<file path="src/hdl/scsi_controller_register_model_unit_macros.svh">
// assertion macros for the scsi controller register model unit
// no dependencies; included by the modules that carry assertions
`ifndef SCSI_CONTROLLER_REGISTER_MODEL_UNIT_MACROS_SVH
`define SCSI_CONTROLLER_REGISTER_MODEL_UNIT_MACROS_SVH
`ifndef SYNTH
// plain check on every clock edge outside reset
`define SCU_ASSERT(lbl, prop, msg) \
    lbl: assert property (@(posedge clk) disable iff (!rst_n) (prop)) else $error(msg);
// check on the clock after a trigger
`define SCU_ASSERT_NEXT(lbl, pre, post, msg) \
    lbl: assert property (@(posedge clk) disable iff (!rst_n) (pre) |=> (post)) \
        else $error(msg);
`else
`define SCU_ASSERT(lbl, prop, msg)
`define SCU_ASSERT_NEXT(lbl, pre, post, msg)
`endif
`endif

</file>
<file path="src/hdl/scu_pkg.sv">
// shared types and constants for the scsi controller register model unit
// no dependencies; used by the interfaces, the core and the top level
package scu_pkg;

    localparam int FIFO_DEPTH = 16;
    localparam int CDB_BYTES  = 12;
    localparam int REG_COUNT  = 16;
    localparam int PTR_W      = $clog2(FIFO_DEPTH);
    localparam int REG_IDX_W  = $clog2(REG_COUNT);
    localparam int KIND_W     = 2;
    localparam int BYTE_W     = 8;
    localparam int LBA_W      = 32;

    localparam logic [PTR_W-1:0] PTR_MAX = PTR_W'(FIFO_DEPTH - 1);

    typedef logic [BYTE_W-1:0] byte_t;

    // access kinds
    localparam logic [KIND_W-1:0] KIND_READ     = 2'd0;
    localparam logic [KIND_W-1:0] KIND_WRITE    = 2'd1;
    localparam logic [KIND_W-1:0] KIND_DMA_DONE = 2'd2;

    // register indexes
    localparam logic [REG_IDX_W-1:0] R_XLO    = 4'd0;
    localparam logic [REG_IDX_W-1:0] R_XMID   = 4'd1;
    localparam logic [REG_IDX_W-1:0] R_FIFO   = 4'd2;
    localparam logic [REG_IDX_W-1:0] R_CMD    = 4'd3;
    localparam logic [REG_IDX_W-1:0] R_STATUS = 4'd4;
    localparam logic [REG_IDX_W-1:0] R_IRQ    = 4'd5;
    localparam logic [REG_IDX_W-1:0] R_INT    = 4'd6;
    localparam logic [REG_IDX_W-1:0] R_FIFOST = 4'd7;
    localparam logic [REG_IDX_W-1:0] R_XHI    = 4'd14;

    // command codes, low seven bits of the command byte
    localparam logic [6:0] CMD_NOP        = 7'h00;
    localparam logic [6:0] CMD_CHIP_RESET = 7'h02;
    localparam logic [6:0] CMD_BUS_RESET  = 7'h03;
    localparam logic [6:0] CMD_XFER_INFO  = 7'h10;
    localparam logic [6:0] CMD_ICCS       = 7'h11;
    localparam logic [6:0] CMD_MSG_ACCEPT = 7'h12;
    localparam logic [6:0] CMD_SEL_ATN    = 7'h42;
    localparam int         CMD_DMA_BIT    = 7;

    // identify bytes seen ahead of the cdb
    localparam byte_t ID_NONE  = 8'h00;
    localparam byte_t ID_MSG_0 = 8'h48;
    localparam byte_t ID_MSG_1 = 8'h4B;

    // cdb opcodes
    localparam byte_t OP_REQ_SENSE  = 8'h03;
    localparam byte_t OP_INQUIRY    = 8'h12;
    localparam byte_t OP_MODE_SENSE = 8'h1A;
    localparam byte_t OP_READ_TOC   = 8'h43;
    localparam byte_t OP_MODE_SEL   = 8'h15;
    localparam byte_t OP_READ10     = 8'h28;

    // bus phases in status bits 2..0
    localparam logic [2:0] PH_DATA_OUT = 3'd0;
    localparam logic [2:0] PH_DATA_IN  = 3'd1;
    localparam logic [2:0] PH_STATUS   = 3'd3;

    // status masks
    localparam byte_t ST_CLR_IRQ   = 8'h7F;
    localparam byte_t ST_CLR_CNT   = 8'hEF;
    localparam byte_t ST_CLR_PHASE = 8'hF8;
    localparam byte_t ST_KEEP_XFER = 8'h78;
    localparam byte_t ST_IRQ       = 8'h80;

    // register values set by commands
    localparam byte_t IRQ_RESET   = 8'h08;
    localparam byte_t INT_IDLE    = 8'h00;
    localparam byte_t INT_STEP4   = 8'h04;
    localparam byte_t INT_STEP6   = 8'h06;

    typedef struct packed {
        logic [KIND_W-1:0]    kind;
        logic [REG_IDX_W-1:0] reg_index;
        byte_t                write_data;
    } scu_item_t;

    typedef struct packed {
        byte_t             read_data;
        logic              irq_raise;
        byte_t             cmd_opcode;
        logic [LBA_W-1:0]  sector_lba;
        logic              read_pending;
    } scu_result_t;

endpackage

</file>
<file path="src/hdl/scu_core.sv">
// register file, fifo, cdb latch and command decode of the controller
// depends on scu_pkg and the assertion macro header
`include "scsi_controller_register_model_unit_macros.svh"

module scu_core import scu_pkg::*;
(
    input  logic        clk,
    input  logic        rst_n,
    input  logic        go,
    input  scu_item_t   item,
    output scu_result_t result
);

    byte_t            reg_file_reg  [REG_COUNT];
    byte_t            reg_file_next [REG_COUNT];
    byte_t            fifo_reg      [FIFO_DEPTH];
    byte_t            fifo_next     [FIFO_DEPTH];
    byte_t            cdb_reg       [CDB_BYTES];
    byte_t            cdb_next      [CDB_BYTES];
    logic [PTR_W-1:0] ptr_reg;
    logic [PTR_W-1:0] ptr_next;
    logic [LBA_W-1:0] lba_reg;
    logic [LBA_W-1:0] lba_next;
    logic             rflag_reg;
    logic             rflag_next;

    logic [REG_IDX_W-1:0] r;
    byte_t                v;
    logic [6:0]           op;
    byte_t                first;
    byte_t                rd;
    logic                 irq;

    assign r     = item.reg_index;
    assign v     = item.write_data;
    assign op    = item.write_data[6:0];
    assign first = fifo_reg[1];

    always_comb
    begin
        reg_file_next = reg_file_reg;
        fifo_next     = fifo_reg;
        cdb_next      = cdb_reg;
        ptr_next      = ptr_reg;
        lba_next      = lba_reg;
        rflag_next    = rflag_reg;
        rd            = '0;
        irq           = 1'b0;
        if (go)
        begin
            case (item.kind)
                KIND_READ:
                begin
                    if (r != R_FIFO)
                    begin
                        rd = reg_file_reg[r];
                    end
                    // reading the irq register acknowledges the interrupt
                    if (r == R_IRQ)
                    begin
                        reg_file_next[R_STATUS] = reg_file_reg[R_STATUS] & ST_CLR_IRQ;
                    end
                end
                KIND_WRITE:
                begin
                    if (r == R_XLO || r == R_XMID || r == R_XHI)
                    begin
                        reg_file_next[R_STATUS] = reg_file_reg[R_STATUS] & ST_CLR_CNT;
                    end
                    if (r == R_FIFO)
                    begin
                        // pointer saturates, so a full fifo keeps overwriting the last entry
                        fifo_next[ptr_reg] = v;
                        if (ptr_reg != PTR_MAX)
                        begin
                            ptr_next = ptr_reg + 1'b1;
                        end
                    end
                    if (r == R_CMD)
                    begin
                        ptr_next = '0;
                        case (op)
                            CMD_NOP:
                            begin
                                reg_file_next[R_IRQ] = IRQ_RESET;
                            end
                            CMD_CHIP_RESET:
                            begin
                                reg_file_next[R_IRQ]    = IRQ_RESET;
                                reg_file_next[R_STATUS] = reg_file_reg[R_STATUS] | ST_IRQ;
                                irq = 1'b1;
                            end
                            CMD_BUS_RESET:
                            begin
                                reg_file_next[R_INT] = INT_STEP4;
                                irq = 1'b1;
                            end
                            CMD_SEL_ATN:
                            begin
                                if (first == ID_NONE || first == ID_MSG_0 || first == ID_MSG_1)
                                begin
                                    reg_file_next[R_INT] = INT_STEP6;
                                end
                                else
                                begin
                                    reg_file_next[R_INT] = INT_STEP4;
                                end
                                for (int i = 0; i < CDB_BYTES; i++)
                                begin
                                    cdb_next[i] = fifo_reg[PTR_W'(i + 1)];
                                end
                                rflag_next = 1'b0;
                                case (first)
                                    OP_REQ_SENSE, OP_INQUIRY, OP_MODE_SENSE, OP_READ_TOC:
                                    begin
                                        reg_file_next[R_STATUS][2:0] = PH_DATA_IN;
                                    end
                                    OP_MODE_SEL:
                                    begin
                                        reg_file_next[R_STATUS][2:0] = PH_DATA_OUT;
                                    end
                                    OP_READ10:
                                    begin
                                        lba_next = {fifo_reg[3], fifo_reg[4],
                                                    fifo_reg[5], fifo_reg[6]};
                                        rflag_next = 1'b1;
                                        reg_file_next[R_STATUS][2:0] = PH_DATA_IN;
                                    end
                                    default:
                                    begin
                                    end
                                endcase
                                irq = 1'b1;
                            end
                            CMD_XFER_INFO, CMD_ICCS, CMD_MSG_ACCEPT:
                            begin
                                if (op == CMD_XFER_INFO && v[CMD_DMA_BIT])
                                begin
                                    reg_file_next[R_STATUS][2:0] = PH_STATUS;
                                    reg_file_next[R_INT]         = INT_IDLE;
                                    irq = 1'b1;
                                end
                                else
                                begin
                                    // non-dma transfer falls through to message accept
                                    if (op != CMD_MSG_ACCEPT)
                                    begin
                                        irq = 1'b1;
                                        reg_file_next[R_STATUS] =
                                            reg_file_reg[R_STATUS] & ST_KEEP_XFER;
                                    end
                                    reg_file_next[R_STATUS] = reg_file_next[R_STATUS] | ST_IRQ;
                                    reg_file_next[R_INT]    = INT_STEP6;
                                end
                            end
                            default:
                            begin
                            end
                        endcase
                    end
                    if (!(r == R_STATUS || r == R_INT || r == R_IRQ || r == R_FIFOST))
                    begin
                        reg_file_next[r] = v;
                    end
                end
                KIND_DMA_DONE:
                begin
                    reg_file_next[R_STATUS] = reg_file_reg[R_STATUS] & ST_CLR_PHASE;
                end
                default:
                begin
                end
            endcase
        end
    end

    always_ff @(posedge clk or negedge rst_n)
    begin
        if (!rst_n)
        begin
            for (int i = 0; i < REG_COUNT; i++)
            begin
                reg_file_reg[i] <= '0;
            end
            for (int i = 0; i < FIFO_DEPTH; i++)
            begin
                fifo_reg[i] <= '0;
            end
            for (int i = 0; i < CDB_BYTES; i++)
            begin
                cdb_reg[i] <= '0;
            end
            ptr_reg   <= '0;
            lba_reg   <= '0;
            rflag_reg <= 1'b0;
        end
        else
        begin
            reg_file_reg <= reg_file_next;
            fifo_reg     <= fifo_next;
            cdb_reg      <= cdb_next;
            ptr_reg      <= ptr_next;
            lba_reg      <= lba_next;
            rflag_reg    <= rflag_next;
        end
    end

    assign result.read_data    = rd;
    assign result.irq_raise    = irq;
    assign result.cmd_opcode   = cdb_next[0];
    assign result.sector_lba   = lba_next;
    assign result.read_pending = rflag_next;

    `SCU_ASSERT_NEXT(a_ptr_saturates,
        go && item.kind == KIND_WRITE && r == R_FIFO && ptr_reg == PTR_MAX,
        ptr_reg == PTR_MAX, "fifo pointer wrapped past the last entry")
    `SCU_ASSERT_NEXT(a_cmd_clears_ptr, go && item.kind == KIND_WRITE && r == R_CMD,
        ptr_reg == '0, "command write left the fifo pointer set")
    `SCU_ASSERT(a_read_flag_opcode, !rflag_reg || cdb_reg[0] == OP_READ10,
        "read flag set without a read(10) opcode latched")
    `SCU_ASSERT(a_irq_on_cmd_only, !irq || (go && item.kind == KIND_WRITE && r == R_CMD),
        "interrupt raised outside a command write")
    `SCU_ASSERT_NEXT(a_idle_holds_latch, !go,
        $stable(lba_reg) && $stable(rflag_reg) && $stable(ptr_reg),
        "latched state changed without an access")

endmodule

</file>
<file path="config.mk">
export PLATFORM = sky130hd
export DESIGN_NAME = scu_core
export DESIGN_NICKNAME = d
export VERILOG_FILES = /design/src/hdl/scu_pkg.sv /design/src/hdl/scu_core.sv
export VERILOG_INCLUDE_DIRS = /design/src /design/src/hdl
export SDC_FILE = /design/constraint.sdc
export NUM_CORES = 1
export LEC_CHECK = 0
export ABC_AREA = 1
export BUFFER_PORTS_ARGS = -buffer_cell sky130_fd_sc_hd__buf_2
export CORE_UTILIZATION = 33
export CTS_CLUSTER_DIAMETER = 200
export DETAILED_ROUTE_END_ITERATION = 8
export HOLD_SLACK_MARGIN = 0.08
export MAX_ROUTING_LAYER = met4
export PLACE_DENSITY = 0.61
export RECOVER_POWER = 100
export SETUP_SLACK_MARGIN = 0.15
export SKIP_LAST_GASP = 1
export SYNTH_ARGS = -nofsm -noshare
export SYNTH_HDL_FRONTEND = slang
export SYNTH_SLANG_ARGS = --single-unit
</file>
<file path="constraint.sdc">
create_clock -name clk -period 2.4 [get_ports clk]
set_input_delay 0.48 -clock clk [delete_from_list [all_inputs] [get_ports clk]]
set_output_delay 0.48 -clock clk [all_outputs]
set_load 0.005 [all_outputs]
</file>
==> Word-level counts from Yosys, hierarchy flattened <==
Cells that the tools add are included.
{ "totals": {"wordCells": 164, "register_bits": 349, "out_inout_bits": 50, "input_bits": 17} }
{ "classes": {"mux": 52, "n_addsub": 1, "order_cmp": 4, "eq_ne": 28, "n_reduce_logical": 30, "bitwise": 5} }
{ "op_table": {"columns": ["op", "count"], "rows": [
  ["96-bit 2-to-1 mux", 5],
  ["128-bit bitwise mux", 2],
  ["32-bit 2-to-1 mux", 5],
  ["24-bit 2-to-1 mux", 3],
  ["8-bit 2-to-1 mux", 9],
  ["8-bit demux with 4-bit select", 2],
  ["8-bit case mux with 3 select lines", 2],
  ["8-bit binary-select mux with 4-bit select", 1],
  ["8-bit by 5-bit == test with 1-bit output, second input constant", 3],
  ["8-bit by 7-bit == test with 1-bit output, second input constant", 3],
  ["7-bit by 5-bit == test with 1-bit output, second input constant", 3],
  ["4-bit by 3-bit == test with 1-bit output, second input constant", 4],
  ["4-bit AND reduction", 4],
  ["5-bit 2-to-1 mux", 3],
  ["7-bit by 2-bit == test with 1-bit output, second input constant", 2],
  ["4-bit 2-to-1 mux", 3],
  ["5-bit >= comparator, second input constant", 2],
  ["5-bit by 1-bit less-than comparator with 1-bit output, second input constant", 2],
  ["1-bit 2-to-1 mux", 10],
  ["4-bit NOT with 5-bit output", 2],
  ["5-bit case mux with 2 select lines", 1],
  ["3-bit case mux with 3 select lines", 1],
  ["3-bit AND reduction", 3],
  ["4-bit by 2-bit == test with 1-bit output, second input constant", 2],
  ["other kinds (28)", 43]
]} }

==> Logic depth before layout (Yosys ltp) <==
{ "logic_depth": {"word_depth": 13, "mapped_depth": 12, "ltp_nobuf": 12} }

==> Worst setup path before layout <==
OpenSTA, ideal clock, no wires.
{ "synth_timing": {"path_kind": "input-to-output", "startpoint": "in item[13] (netlist bit)", "endpoint": "out result[10] (netlist bit)", "t_arrival_ns": 1.775, "t_required_ns": 1.920, "path_buffers": 2, "cell_stages": 10, "setup_slack_ns": 0.145, "cell_sequence": "inv_1 ha_1 nand2_2 inv_2 nand2_2 nor3_2 nand3_1 buf_6 buf_6 o21ai_2"} }
{ "synth_lines": {"columns": ["item", "line_no", "rtl"], "rows": [
  ["start, declared", "scu_core.sv:10", "input scu_item_t item,"],
  ["end, declared", "scu_core.sv:11", "output scu_result_t result"]
]} }

==> reports/qor.csv <==
stage,metric,value,unit
synth,synth_edf_count,0,
power,p_per_area,694,nW/um^2
global_route,first_global_vias,7722,
setup_path,startpoint,item[3],
synth,async_flop_share,100,%
layout,stdcell_area,12800,um^2
clocking,clockBufferDepth,3,
detailed_routing,drc,0,
detailed_routing,wire_per_inst,17.0,um
setup_path,startpoint_type,primary input,
outcome,status,"finished, violations left",
global_route,grt_start_max_net_pins,63,
layout,areaGrowthSynthToFinish,36.4,%
synth,syn_avg_cell_area,8.73,um^2
clocking,clk_latency,0.53,ns
outcome,violations,"capacitance limit, slew limit, setup timing",
layout,layout.nets,1255,
floorplan,initial_utilization,33.7,%
clocking,path_clk_slew,0.06,ns
layout,final_cell_mix,"258 x nand2_1, 213 x dfrtp_1, 132 x o21ai_0",
setup_path,r2r_start,first[2],
flow_run,max-cap-violations,1,
clocking,cts-htree-levels,1,
detailed_routing,ant_nets,0,
synth,post_synth_instance_area,9410,um^2
timing,worst_slack,-0.107,ns
timing,hold_slack,0.190,ns
layout,n_antenna_cell,0,
clocking,cts_root_buf,clkbuf_16,
timing,clock-skew-final,0.0288,ns
setup_path,path_common_cell,inv_2,
clocking,cts_buffers,25,
setup_path,crit_slowest_cell,nor3_4,
synth,ys_types,35,
global_route,grt_pass1_wl,42600,um
setup_path,crit_required,1.92,ns
floorplan,rows,61,
synth,netlist_instances,1078,
detailed_routing,drtIter0Drc,667,
layout,drive_gt1_share,30.0,%
floorplan,die_area,29200,um^2
floorplan,die_height,171,um
floorplan,io_pins,67,
floorplan,design.core.area,27900,um^2
global_route,top_usage_layer,met2,
synth,synth_seq_cells,213,
global_route,grtUsageMet2,30.9,%
clocking,cts_tree,yes,
detailed_routing,num_vias,7961,
timing,worst_pin_slew,1.59,ns
placement,place_hpwl,16600,um
timing,fin_crit,2.51,ns
timing,slew_violations,62,
hold_path,hold_class,in -> reg,
power,power,8.91,mW
placement,gp_congestion,0.848,
floorplan,dieWidth,171,um
detailed_routing,routed_via_density,4.91,
global_route,grt.met1_usage,25.0,%
power,cellLeakagePower,6.14,nW
timing,fmax,399,MHz
setup_path,max_stage_delay,0.20,ns
global_route,grt_util_all_layers,19.4,%
power,ir_drop,0.000468,V
layout,layout_commonest_cell,nand2_1,
setup_path,crit_chain,buf_2 -> inv_2 -> nand2_4 -> nor2_4 -> inv_2 -> nor2_4 -> inv_2 -> nor3_4 -> nand3_4 -> buf_12 -> buf_16 -> o21ai_4 -> buf_2,
timing,finalSetupViolCount,40,
clocking,cts.sinks,213,
setup_path,crit_arrival,2.03,ns
placement,port_buffers,66,
detailed_routing,wirelength,27500,um
synth,synth_flop_cell,dfrtp_1,
detailed_routing,drt_first_pass_iters,7,
timing,final.period_utilization,104,%
timing,slew_headroom,-6.23,%
synth,synth_warnings,0,
global_route,grt_overflow,0,
setup_path,critical_path_class,in -> out,
synth,yosysSeqAreaShare,56.6,%
global_route,grt_util_met3,3.05,%
synth,synth_nets,1103,
hold_path,holdCritStartpoint,item[7],
placement,place_area,10600,um^2
global_route,antenna_found_initial,0,
setup_path,crit_fanout,8,
setup_path,end_kind,primary output,
timing,report.final.hold_viol_count,0,
timing,rsz0062_at_grt,true,
layout,largest_register_ffs,128,
power by group:
part           internal (mW)  switching [mW]  total, mW
Combinational          0.363           0.564      0.927
Clock                   2.48            1.48       3.96
Sequential              3.86           0.158       4.02
Total                   6.71            2.20       8.91
layer usage:
layer  wire [um]  part of all wire [%]
met3        1480                   5.4
met1       11900                    43
met4         875                   3.2
met2       13200                    48
met5           0                     0
worst max-delay path, delay by kind of cell:
family / cells / cell delay, ns
buffers and inverters: 7 / 0.79
AOI/OAI and AO/OA: 1 / 0.14
and+or+nand+nor: 5 / 0.61
logic make-up (layout without fill, tap and decap cells):
group	after synthesis	after routing	share of synthesized area (%)
and+or+nand+nor	407	407	17.6
AOI/OAI and AO/OA	274	274	16.9
DFF	213	213	56.6
buffers and inverters	176	343	7.83
adders and majority gates	8	8	1.06
cells in the mapped netlist (6+ instances only):
cell	count	area, um^2
a21oi_1	6	30.0
a22o_1	8	70.1
a22oi_1	32	240
buf_2	13	65.1
buf_6	6	67.6
clkbuf_1	37	139
dfrtp_1	213	5330
ha_1	8	100
inv_1	107	402
inv_2	7	26.3
nand2_1	302	1130
nand3_1	21	105
nor2_1	62	233
o21ai_0	167	836
o21ai_1	27	135
o21ai_2	23	201
o22ai_1	6	37.5
area by class of cell:
cell class | instances | area (um^2)
Clock inverter | 7 | 141
Clock buffer | 35 | 713
Fill cell | 2657 | 15100
Timing Repair Buffer | 185 | 1690
Inverter | 116 | 455
Multi-Input combinational cell | 689 | 4040
Tap cell | 378 | 473
Sequential cell | 213 | 5330
path summary, 6_finish.rpt:
path | endpoint | slack, ns | cells after the start
worst max register to register | reg_file_reg[88] | 0.80 | 10
min in group asynchronous | fifo_reg[99] | 0.92 | 2
worst min-delay path | reg_file_reg[111] | 0.19 | 3
max in group asynchronous | reg_file_reg[37] | 0.29 | 3
worst min register to register | reg_file_reg[67] | 0.38 | 0
worst max-delay path | result[16] | -0.11 | 13
what timing repair did:
item | 4_1_cts | 5_1_grt
resized for setup | 131 | 119
hold buffers | 1 | 0
pin swaps | 31 | 34
endpoints found under the hold margin | 57 | 0
setup buffers | 21 | 11
gates cloned | 10 | 4
endpoints found under the setup margin | 49 | 50
per-stage QoR:
step | util, % | std cells | worst slack (ns) | setup TNS [ns]
global placement | 37.9 | 1534 | -0.165 | -0.464
finish | 46.0 | 1623 | -0.107 | -2.96
CTS | 44.0 | 1608 | -0.0857 | -2.28
floorplan | - | 1078 | 0.162 | 0
global route | 46.0 | 1623 | -0.203 | -7.22
detailed placement | 37.9 | 1534 | -0.155 | -0.387
(Power assumes the default switching activity.)
